--- src/rtl/sfp_pkg.sv ---
`timescale 1ns / 1ps
// ----------------------------------------------------------------------------
// sfp_pkg
// Shared types and constants for the streaming first-position substring search.
// ----------------------------------------------------------------------------
package sfp_pkg;

  localparam int MAX_PATTERN  = 16;
  localparam int WINDOW_DEPTH = MAX_PATTERN - 1;
  localparam int LEN_W        = 5;
  localparam int POS_W        = 16;
  localparam int COUNT_W      = POS_W + 1;
  localparam int CFG_INDEX_W  = 4;
  localparam int CFG_DATA_W   = 64;

  localparam logic [COUNT_W-1:0] MAX_TEXT = COUNT_W'(1) << POS_W;
  localparam logic [LEN_W-1:0]   MAX_LEN  = LEN_W'(MAX_PATTERN);

  typedef logic [7:0] byte_t;
  typedef byte_t window_t [MAX_PATTERN];
  typedef logic [8*MAX_PATTERN-1:0] pattern_t;

  typedef enum logic [CFG_INDEX_W-1:0] {
    REG_PATTERN_LOW  = 4'd0,
    REG_PATTERN_HIGH = 4'd1,
    REG_PATTERN_LEN  = 4'd2,
    REG_START_OFFSET = 4'd3
  } cfg_reg_t;

endpackage

--- src/rtl/sfp_match.sv ---
`timescale 1ns / 1ps
// ----------------------------------------------------------------------------
// sfp_match
// Parallel comparison of the byte window, ending at the newest byte, with the
// first pattern_length bytes of the configured pattern.
// ----------------------------------------------------------------------------
module sfp_match (
  input  sfp_pkg::window_t                window,
  input  sfp_pkg::pattern_t               pattern,
  input  logic [sfp_pkg::LEN_W-1:0]       pattern_length,
  output logic [sfp_pkg::LEN_W-1:0]       length_used,
  output logic                            same
);

  logic [sfp_pkg::MAX_PATTERN-1:0] equal;

  assign length_used = (pattern_length > sfp_pkg::MAX_LEN) ? sfp_pkg::MAX_LEN
                                                           : pattern_length;

  // Pattern byte k lines up with the window entry length_used - 1 - k.
  always_comb begin
    logic [sfp_pkg::LEN_W-1:0] idx;
    idx = '0;
    for (int k = 0; k < sfp_pkg::MAX_PATTERN; k++) begin
      idx = length_used - sfp_pkg::LEN_W'(1) - sfp_pkg::LEN_W'(k);
      if (sfp_pkg::LEN_W'(k) < length_used) begin
        equal[k] = (window[idx[sfp_pkg::LEN_W-2:0]] == pattern[8*k +: 8]);
      end else begin
        equal[k] = 1'b1;
      end
    end
  end

  assign same = &equal;

endmodule

--- src/rtl/substring_first_position_core.sv ---
`timescale 1ns / 1ps
// ----------------------------------------------------------------------------
// substring_first_position_core
// Streaming search for the first occurrence of a configured byte pattern.
// ----------------------------------------------------------------------------
// Text bytes enter on the s_axis channel, one item per byte, with tlast on the
// final byte of each text. The user must write the pattern (up to 16 bytes),
// its length and the start offset through the cfg channel while the block is
// idle; the block does not enforce this. cfg_ready is always high and unknown
// indexes are ignored. For each text one item leaves on m_axis after its last
// byte: found and the absolute start position of the first occurrence at or
// after the offset. An input item is held in an input register, then compared
// with the pattern in parallel and folded into the running state; the result
// of a last byte is registered in the output register and leaves on m_axis.
// One byte is accepted every clock cycle while the output is not blocked.
// When the receiver stalls, the result waits in the output register and
// ordinary bytes still flow; only a further last byte waits in the input
// register until the output register is free.
// Texts longer than 65536 bytes saturate the byte count; later bytes cannot
// complete a match. Reset clears the config, window, valid flags and search state.
// ----------------------------------------------------------------------------
module substring_first_position_core (
  input  logic                                clk,
  input  logic                                rst,
  input  logic                                cfg_valid,
  output logic                                cfg_ready,
  input  logic [sfp_pkg::CFG_INDEX_W-1:0]     cfg_index,
  input  logic [sfp_pkg::CFG_DATA_W-1:0]      cfg_data,
  input  logic                                s_axis_tvalid,
  output logic                                s_axis_tready,
  input  logic [7:0]                          s_axis_tdata,   // text_byte
  input  logic                                s_axis_tlast,   // last_byte
  output logic                                m_axis_tvalid,
  input  logic                                m_axis_tready,
  output logic [23:0]                         m_axis_tdata    // found, match_position
);

  logic [63:0]                     pattern_low;
  logic [63:0]                     pattern_high;
  logic [sfp_pkg::LEN_W-1:0]       pattern_length;
  logic [sfp_pkg::POS_W-1:0]       start_offset;

  logic                            s1_valid;
  sfp_pkg::byte_t                  s1_byte;
  logic                            s1_last;
  logic                            s1_fire;

  sfp_pkg::byte_t                  recent [sfp_pkg::WINDOW_DEPTH];
  logic [sfp_pkg::COUNT_W-1:0]     bytes_seen;
  logic                            hit_latched;
  logic [sfp_pkg::POS_W-1:0]       hit_position;

  logic                            out_valid;
  logic                            out_found;
  logic [sfp_pkg::POS_W-1:0]       out_position;

  sfp_pkg::window_t                window;
  logic [sfp_pkg::LEN_W-1:0]       length_used;
  logic                            same;
  logic                            counting;
  logic [sfp_pkg::COUNT_W:0]       begin_wide;
  logic                            begin_ok;
  logic                            hit_now;
  logic [sfp_pkg::COUNT_W-1:0]     bytes_seen_next;
  logic                            hit_latched_next;
  logic [sfp_pkg::POS_W-1:0]       hit_position_next;

  assign cfg_ready = 1'b1;

  always_ff @(posedge clk) begin
    if (rst) begin
      pattern_low    <= '0;
      pattern_high   <= '0;
      pattern_length <= '0;
      start_offset   <= '0;
    end else if (cfg_valid) begin
      unique case (cfg_index)
        sfp_pkg::REG_PATTERN_LOW:  pattern_low    <= cfg_data;
        sfp_pkg::REG_PATTERN_HIGH: pattern_high   <= cfg_data;
        sfp_pkg::REG_PATTERN_LEN:  pattern_length <= cfg_data[sfp_pkg::LEN_W-1:0];
        sfp_pkg::REG_START_OFFSET: start_offset   <= cfg_data[sfp_pkg::POS_W-1:0];
        default: ;
      endcase
    end
  end

  assign s1_fire       = s1_valid && (!s1_last || !out_valid || m_axis_tready);
  assign s_axis_tready = !s1_valid || s1_fire;

  always_ff @(posedge clk) begin
    if (rst) begin
      s1_valid <= 1'b0;
    end else if (s_axis_tready) begin
      s1_valid <= s_axis_tvalid;
    end
  end

  always_ff @(posedge clk) begin
    if (s_axis_tready && s_axis_tvalid) begin
      s1_byte <= s_axis_tdata;
      s1_last <= s_axis_tlast;
    end
  end

  always_comb begin
    window[0] = s1_byte;
    for (int j = 1; j < sfp_pkg::MAX_PATTERN; j++) begin
      window[j] = recent[j-1];
    end
  end

  sfp_match u_match (
    .window         (window),
    .pattern        ({pattern_high, pattern_low}),
    .pattern_length (pattern_length),
    .length_used    (length_used),
    .same           (same)
  );

  assign counting   = (bytes_seen < sfp_pkg::MAX_TEXT);
  assign begin_wide = {1'b0, bytes_seen} + (sfp_pkg::COUNT_W+1)'(1)
                      - (sfp_pkg::COUNT_W+1)'(length_used);
  assign begin_ok   = !begin_wide[sfp_pkg::COUNT_W]
                      && (begin_wide[sfp_pkg::POS_W-1:0] >= start_offset);
  assign hit_now    = counting && (length_used != '0) && !hit_latched
                      && same && begin_ok;

  assign bytes_seen_next   = counting ? bytes_seen + sfp_pkg::COUNT_W'(1) : bytes_seen;
  assign hit_latched_next  = hit_latched || hit_now;
  assign hit_position_next = hit_now ? begin_wide[sfp_pkg::POS_W-1:0] : hit_position;

  always_ff @(posedge clk) begin
    if (rst) begin
      for (int j = 0; j < sfp_pkg::WINDOW_DEPTH; j++) begin
        recent[j] <= '0;
      end
      bytes_seen   <= '0;
      hit_latched  <= 1'b0;
      hit_position <= '0;
    end else if (s1_fire) begin
      if (s1_last) begin
        for (int j = 0; j < sfp_pkg::WINDOW_DEPTH; j++) begin
          recent[j] <= '0;
        end
        bytes_seen   <= '0;
        hit_latched  <= 1'b0;
        hit_position <= '0;
      end else begin
        recent[0] <= s1_byte;
        for (int j = 1; j < sfp_pkg::WINDOW_DEPTH; j++) begin
          recent[j] <= recent[j-1];
        end
        bytes_seen   <= bytes_seen_next;
        hit_latched  <= hit_latched_next;
        hit_position <= hit_position_next;
      end
    end
  end

  always_ff @(posedge clk) begin
    if (rst) begin
      out_valid <= 1'b0;
    end else if (s1_fire && s1_last) begin
      out_valid <= 1'b1;
    end else if (m_axis_tready) begin
      out_valid <= 1'b0;
    end
  end

  always_ff @(posedge clk) begin
    if (s1_fire && s1_last) begin
      if (length_used == '0) begin
        out_found    <= ({1'b0, start_offset} < bytes_seen_next);
        out_position <= '0;
      end else begin
        out_found    <= hit_latched_next;
        out_position <= hit_latched_next ? hit_position_next : '0;
      end
    end
  end

  assign m_axis_tvalid = out_valid;
  assign m_axis_tdata  = {7'b0, out_position, out_found};

endmodule
--- config.mk ---
export PLATFORM = sky130hd
export DESIGN_NAME = substring_first_position_core
export DESIGN_NICKNAME = d
export VERILOG_FILES = /design/src/rtl/sfp_pkg.sv /design/src/rtl/sfp_match.sv /design/src/rtl/substring_first_position_core.sv
export SDC_FILE = /design/constraint.sdc
export NUM_CORES = 1
export LEC_CHECK = 0
export BUFFER_PORTS_ARGS = -buffer_cell sky130_fd_sc_hd__buf_4
export CAP_MARGIN = 5
export CORE_MARGIN = 2
export CORE_UTILIZATION = 25
export CTS_BUF_LIST = sky130_fd_sc_hd__clkbuf_4 sky130_fd_sc_hd__clkbuf_8 sky130_fd_sc_hd__clkbuf_16
export DETAILED_ROUTE_END_ITERATION = 12
export SLEW_MARGIN = 5
export SYNTH_ARGS = -nofsm -noshare
export SYNTH_HDL_FRONTEND = slang
export SYNTH_SLANG_ARGS = --single-unit
--- constraint.sdc ---
create_clock -name clk -period 9.7 [get_ports clk]
set_input_delay 0 -clock clk [delete_from_list [all_inputs] [get_ports clk]]
set_output_delay 0 -clock clk [all_outputs]
set_load 0.005 [all_outputs]
# Word level (Yosys, flattened, before mapping)
# Memory sizes are Yosys's and may differ from the RTL's.
# Index checks and enable logic that the tools add are counted.
# totals
mem_count,1
reg_bits,211
ram_bits,120
out_inout_bits,27
# classes
reduce_logical,27
eq_ne,19
mux,113
n_addsub,19
n_bitwise,47
n_lt_le_gt_ge,36
# memory_table
name,depth,word_bits,read_ports,rd_clocked_by_memory_dff,write_ports,line,text
recent,15,8,15,0,15,substring_first_position_core.sv:48,sfp_pkg::byte_t recent [sfp_pkg::WINDOW_DEPTH];
# op_table
op,count
binary-select mux 8 bit (select 4 bit),16
two-way mux 8 bit,62
== test 8 bit,16
">= comparator 5 bit, second input constant",16
inverter 4 -> 5 bit,16
"< comparator 4 x 5 -> 1 bit, first input constant",8
two-way mux 17 bit,2
two-way mux 16 bit,2
"subtractor 4 bit, second input constant",8
two-way mux 1 bit,30
OR 1 bit,30
"< comparator 3 x 5 -> 1 bit, first input constant",4
"adder 17 x 1 -> 18 bit, second input constant",1
subtractor 18 x 5 -> 18 bit,1
"adder 17 x 1 -> 17 bit, second input constant",1
< comparator 16 x 17 -> 1 bit,1
"< comparator 17 bit, second input constant",1
>= comparator 16 bit,1
AND reduction 16 bit,1
"subtractor 4 x 3 -> 4 bit, second input constant",4
"< comparator 1 x 5 -> 1 bit, first input constant",2
"< comparator 2 x 5 -> 1 bit, first input constant",2
"== test 4 x 2 -> 1 bit, second input constant",2
logical AND 1 bit,8
other kinds (14),26

# Logic depth before layout (Yosys ltp)
# depth
depth_word,16
depth_mapped,29

# Hierarchy
# From an unflattened synthesis, not the netlist that was laid out.
# hier_totals
hier_cells,2405
hier_area_um2,22811.9
# modules_own_cells
module,cells_each,instances,area_each_um2
substring_first_position_core,1333,1,13693.1
sfp_match,1072,1,9118.7

# Least setup slack after synthesis
# Ideal clock, no wire load.
# synth_timing
kind,register to register
start,register pattern_length[4] in the netlist's numbering
end,"register out_found, data pin"
t_arrival_ns,6.032
n_path_buf,10
path_stages_with_launch,25
setup_ns,0.159
setup_slack_ns,3.509
cell_sequence,dfxtp_1 > buf_2 > nand2b_1 > buf_2 > buf_1 > clkbuf_1 > ha_1 > clkinv_1 > buf_1 > clkbuf_1 > ha_1 > buf_1 > clkbuf_1 > mux4_2 > mux2i_1 > xnor2_1 > nand3_1 > nor3_1 > o22ai_1 > nor4b_1 > nand3_2 > or3_1 > buf_2 > buf_6 > a22oi_1
# synth_between
elab_chain_cells,15
# synth_lines
element,line,text
"start, declared",substring_first_position_core.sv:40,logic [sfp_pkg::LEN_W-1:0] pattern_length;
"start signal, assigned",substring_first_position_core.sv:80,sfp_pkg::REG_PATTERN_LEN: pattern_length <= cfg_data[sfp_pkg::LEN_W-1:0];
> comparator 5 bit,sfp_match.sv:17,assign length_used = (pattern_length > sfp_pkg::MAX_LEN) ? sfp_pkg::MAX_LEN
two-way mux 5 bit (*),sfp_match.sv:17,
subtractor 4 x 1 -> 4 bit,sfp_match.sv:25,idx = length_used - sfp_pkg::LEN_W'(1) - sfp_pkg::LEN_W'(k);
"subtractor 4 x 1 -> 4 bit, or another cell as far along",sfp_match.sv:25,
inverter 4 -> 5 bit (not written as such),sfp_match.sv:27,equal[k] = (window[idx[sfp_pkg::LEN_W-2:0]] == pattern[8*k +: 8]);
binary-select mux 8 bit (select 4 bit),sfp_match.sv:27,
two-way mux 8 bit (not written as such) (2 in a row),sfp_match.sv:27,
== test 8 bit,sfp_match.sv:27,
two-way mux 1 bit,sfp_match.sv:26,if (sfp_pkg::LEN_W'(k) < length_used) begin
AND reduction 16 bit,sfp_match.sv:34,assign same = &equal;
logical AND 1 bit (2 in a row),substring_first_position_core.sv:126,&& same && begin_ok;
logical OR 1 bit,substring_first_position_core.sv:129,assign hit_latched_next = hit_latched || hit_now;
two-way mux 1 bit (*),substring_first_position_core.sv:172,if (length_used == '0) begin
"end signal, assigned",substring_first_position_core.sv:173,"out_found <= ({1'b0, start_offset} < bytes_seen_next);"
"end signal, assigned",substring_first_position_core.sv:176,out_found <= hit_latched_next;
"end, declared",substring_first_position_core.sv:54,logic out_found;
# Every way passes the cells marked *; elsewhere a longest branch is shown, timed or not. The select of a mux whose other input is x is not followed.
# A chain may end at the register's enable or synchronous reset.

# Worst setup path after layout
# layout_timing
start,register pattern_length[4] in the netlist's numbering
end,register hit_position[14] in the netlist's numbering
# layout_between
elab_chain_cells,15
# layout_lines
element,line,text
> comparator 5 bit,sfp_match.sv:17,
two-way mux 5 bit (*),sfp_match.sv:17,
subtractor 4 x 1 -> 4 bit,sfp_match.sv:25,
"subtractor 4 x 1 -> 4 bit, or another cell as far along",sfp_match.sv:25,
inverter 4 -> 5 bit (not written as such),sfp_match.sv:27,
binary-select mux 8 bit (select 4 bit),sfp_match.sv:27,
two-way mux 8 bit (not written as such) (2 in a row),sfp_match.sv:27,
== test 8 bit,sfp_match.sv:27,
two-way mux 1 bit,sfp_match.sv:26,
AND reduction 16 bit,sfp_match.sv:34,
logical AND 1 bit (2 in a row),substring_first_position_core.sv:126,
two-way mux 16 bit (*),substring_first_position_core.sv:130,assign hit_position_next = hit_now ? begin_wide[sfp_pkg::POS_W-1:0] : hit_position;
two-way mux 16 bit (*),substring_first_position_core.sv:141,if (s1_last) begin
"end signal, assigned",substring_first_position_core.sv:155,hit_position <= hit_position_next;
"end, declared",substring_first_position_core.sv:51,logic [sfp_pkg::POS_W-1:0] hit_position;
# Marked as above.

==> results.md <==
- The hold slack is 67.6 ps.
- The register bit count reported by yosys is 331.
- The clock network fraction of design power is 42.2%.
- The number of instances in the synthesized netlist is 2,351.
- The clock arrives with 37.4 ps of skew.
- The worst hold path begins at cfg_index[1].
- The worst pin sits at a relative slew slack of 24.9%.
- For the worst setup path, the data required time is 10,160 ps.
- The number of pins exceeding their max-slew limit in the final report is 0.
- The average instance in the mapped netlist occupies 9.82 um^2.
- Counting instances, the worst hold path has a depth of 4.
- In the routed design, unresolved DRC markers number 0.
- The remaining number of nets flagged by the antenna check after routing is 0.
- The number of fillers in the final layout is 9,483.
- The largest total area in the synthesized netlist belongs to sky130_fd_sc_hd__edfxtp_1.
- The H-tree generated during clock tree synthesis spans 2 levels.
- The critical path's slowest cell is sky130_fd_sc_hd__xnor2_1.
- The switching power total is 0.00101 W.
- The wire length of the first global-routing pass is 118 mm.
- The leakage component of the power is 10.4 nW.
- The kind of path behind the tightest hold check is primary input to flop.
- The number of design-rule violations left by the first detailed-router iteration is 1,952.
- The maximum VDD drop is 0.0955 mV.
- Dividing the detail-routed wire length by the instance count gives 21.6 um.
- For flop-to-flop paths, the worst setup slack is 2670 ps.
- During placement, the flow inserted port buffers numbering 100.
- Data on the critical path arrives at its endpoint at 7480 ps.
- In this run, flip-flops and latches consume 41.9% of the power.
- At the later pin of the worst-skew pair, clock insertion delay measures 590 ps.
- Combinational logic is responsible for 15.9% of the overall power.
- Entering global routing, the biggest net connects 82 pins.
- Yosys mapped the design onto 77 distinct sky130hd cell types.
- The core area is 91,500 um^2.
- Setup violations remaining at the end of the flow were counted as 0.
- The worst setup path is captured at a flop.
- The area of the mapped netlist is 23,100 um^2.
- The finished cells cover 27,100 um^2.
- The clock tree from TritonCTS is done.
- The maximum clock frequency is 142 MHz.
- The post-layout total power is 0.00368 W.
- The clock sink total is 331.
- In this run the worst path has a maximum fanout of 37.
- The cell-internal power is 0.00267 W.
- Sorting the synthesized cells by area gives the leading types as sky130_fd_sc_hd__edfxtp_1 18%, sky130_fd_sc_hd__dfxtp_1 17%, sky130_fd_sc_hd__mux2i_1 13%.
- Clock tree synthesis inserted a total of 39 buffers.
- The number of global-route vias before repair is 17,800.
- The routed layout has 18,800 vias.
- Once placement finished, the instance area stood at 24,900 um^2.
- The main flop type after synthesis is sky130_fd_sc_hd__dfxtp_1.
- The worst register-to-register path begins at pattern_length[4]$_SDFFE_PP0P_.
- The critical path goes through nand2b_4 > ha_1 > xnor2_4 > inv_1 > ha_1 > a21boi_0 > xnor2_1 > mux2i_1 > xor2_1 > nor4_1 > a32oi_1 > nor3_1 > nand3_2 > or3_1 > buf_4 > a211o_1.
- The synthesis warning total is 0.
- STA classifies the critical path startpoint as a flop.
- Counting flops with an async set or reset pin after synthesis yields a share of 0%.
- The effective utilization at floorplan is 25.2%.
- The largest single stage delay on the critical path is 910 ps.
- The flow ran to the end, and the final reports show no timing, DRC or antenna violations.
- Relative to the synthesized area, the layout overhead comes to 17.3%.
- In the routed layout, each cell is associated on average with a via count of 5.13.
- The capture instance of the worst register-to-register path is hit_position[14]$_SDFFE_PP0P_.
- The fraction of power spent switching nets is 27.5%.
- The worst hold path terminates at pattern_length[3]$_SDFFE_PP0P_.
- The cell depth of the worst flop-to-flop path is 16.
- The number of non-filler instances in the completed layout is 3,665.
- The floorplan step defined a die boundary enclosing 94,800 um^2.
- At the end of the flow, the number of nets in the layout was 2,602.
- The library cells used most frequently in the layout, excluding fill and tap cells, are 388 x sky130_fd_sc_hd__nand2_1, 300 x sky130_fd_sc_hd__mux2i_1, 192 x sky130_fd_sc_hd__dfxtp_1.
- The ratio of total power to cell area is 136 nW/um^2.
- Global routing used 16.4% of the available tracks across all layers.
- Counting stages on the worst path, the most repeated cell is sky130_fd_sc_hd__ha_1.
- The width of the die is 308 um.
- The I/O pin count is 109.
- The number of hold-slack violations in the final timing report is 0.
- The number of antenna violations at the first check in global routing is 3.
- Setup repair after global routing left no endpoint under its margin.
- In the final layout, the share of cells above drive strength 1 is 15.1%.
- The part of the Yosys area used for sequential elements is 34.7%.
- The final layout contains routed wiring with a total length of 79.2 mm.
- The setup path with the least slack is of type flop to flop.
- The worst path in the final design needs a cycle of 7030 ps, including I/O delays and setup.
- The top cell type by area accounts for 18.0% of the synthesized area.
- Routability-driven placement finished with a final weighted congestion of 0.979.
- The leading cell type in the layout, fill and taps excluded is sky130_fd_sc_hd__nand2_1.
- The number of placed instances, taps included is 3,514.
- In this run, synthesis inferred 138 flip-flops with an integrated enable.
- The length of the first detailed-routing pass in iterations is 6.
- The actual transition at the worst max-transition pin is 1090 ps.
- After layout, the worst path uses 72.4% of the clock period.
- The clock tree root driver cell is sky130_fd_sc_hd__clkbuf_16.
- The number of placement rows is 111.
- The post-DP HPWL is 58.3 mm.
- The total overflow left after global routing is 0.
- The clock input transition at the sequential cells of the worst setup and hold paths is 60 ps.
- The total negative slack for setup checks is 0 ps.
- The chip height is 308 um.
- The clock passes through at most 3 buffers.
- The number of max-cap violations is 0.
## cells in the mapped netlist (all sizes together) (6+ instances only)
cell type  number
a211oi          8
a21o           29
a21oi         188
a22oi           7
a32oi          10
and2          134
and3            9
buf            68
clkbuf         97
dfxtp         193
edfxtp        138
ha             72
inv            71
mux2            6
mux2i         300
mux4          125
nand2         390
nand2b          9
nand3          34
nand4          16
nor2           69
nor2b          13
nor3           19
nor4           13
o21ai          53
o221ai          6
o22ai          14
o41ai           9
or2             6
or3             8
or4             8
xnor2         100
xor2           59
## worst max path at each step
| stage | startpoint | end | slack (ps) | cells after the start |
|---|---|---|---|---|
| 4_1_cts | pattern_length[4]$_SDFFE_PP0P_ | hit_position[14]$_SDFFE_PP0P_ | 2770 | 17 |
| 3_3_place_gp | pattern_length[4]$_SDFFE_PP0P_ | hit_position[14]$_SDFFE_PP0P_ | 2840 | 16 |
| 2_1_floorplan | pattern_length[4]$_SDFFE_PP0P_ | out_found$_DFFE_PP_ | 3510 | 24 |
| 6_report | pattern_length[4]$_SDFFE_PP0P_ | hit_position[14]$_SDFFE_PP0P_ | 2670 | 16 |
| 3_5_place_dp | pattern_length[4]$_SDFFE_PP0P_ | hit_position[14]$_SDFFE_PP0P_ | 2790 | 17 |
| 5_1_grt | pattern_length[4]$_SDFFE_PP0P_ | hit_position[14]$_SDFFE_PP0P_ | 2340 | 16 |
## cell type report
class / count / area [um^2] / area share, %
multi-input cells: 1788 / 14100 / 52.2
flip-flops and latches: 331 / 8010 / 29.6
repair buffers: 214 / 1800 / 6.66
well taps: 1186 / 1480 / 5.48
clock buffers: 60 / 1290 / 4.76
inverters: 73 / 277 / 1.02
clock inverters: 10 / 72.6 / 0.268
diodes: 3 / 7.51 / 0.0277
## flip-flops by register name, indices dropped and copies added, names as in the netlist, 5 cells and up
| register | cells |
|---|---|
| pattern_length | 5 |
| start_offset | 16 |
| hit_position | 16 |
| bytes_seen | 17 |
| pattern_high | 64 |
| s1_byte | 8 |
| out_position | 16 |
| recent | 120 |
| pattern_low | 64 |
## power groups by stage
stage	Clock, W	Combinational, W	Sequential, W
floorplan	0	0.000376	0.00155
global placement	0	0.000545	0.00157
detailed placement	0	0.000549	0.00157
CTS	0.00158	0.000578	0.00154
global route	0.00163	0.000625	0.00155
finish	0.00155	0.000585	0.00154
## cells by family (layout without fill, tap and decap cells)
family / Yosys count / count (layout) / share of synthesized area (%)
AO/OA/AOI/OAI: 375 / 375 / 9.86
buffers and inverters: 238 / 357 / 4.39
adder cells (fa/ha/maj): 73 / 73 / 3.99
flip-flops: 331 / 331 / 34.7
other: 2 / 11 / 0.0325
multiplexers: 431 / 431 / 25.5
XOR/XNOR: 160 / 160 / 6.34
AND/OR/NAND/NOR: 741 / 741 / 15.2
## worst max-delay path, delay by kind of cell, from the launching register on
kind | cells | cell delay [ps]
and+or+nand+nor | 5 | 1900
muxes | 1 | 300
adders and majority gates | 2 | 880
xor gates and xnor gates | 3 | 1880
buffers and inverters | 2 | 900
AOI/OAI and AO/OA | 3 | 680
DFF | 1 | 310
## metrics by stage
step	setup slack [ps]	utilization [%]
after global placement	2840	27.2
final	2670	29.6
after floorplan	3510	-
after detailed placement	2790	27.2
after global routing	2340	29.6
after CTS	2770	29.6
## per-layer routing
metal  vias up  track usage, %  part of all wire [%]
li1       8667               -                     -
met1      9190            22.7                    44
met2       803            24.5                    43
met3       153            3.61                   8.6
met4         0            6.92                   4.5
met5         -               0                     0
## repair_timing
action / in CTS / in global routing
hold buffers: 78 / 0
gates resized for setup: 0 / 0
buffers inserted: 0 / 0
endpoints found under the hold margin: 160 / 0
No activity file was read; power rests on OpenSTA's default activity.
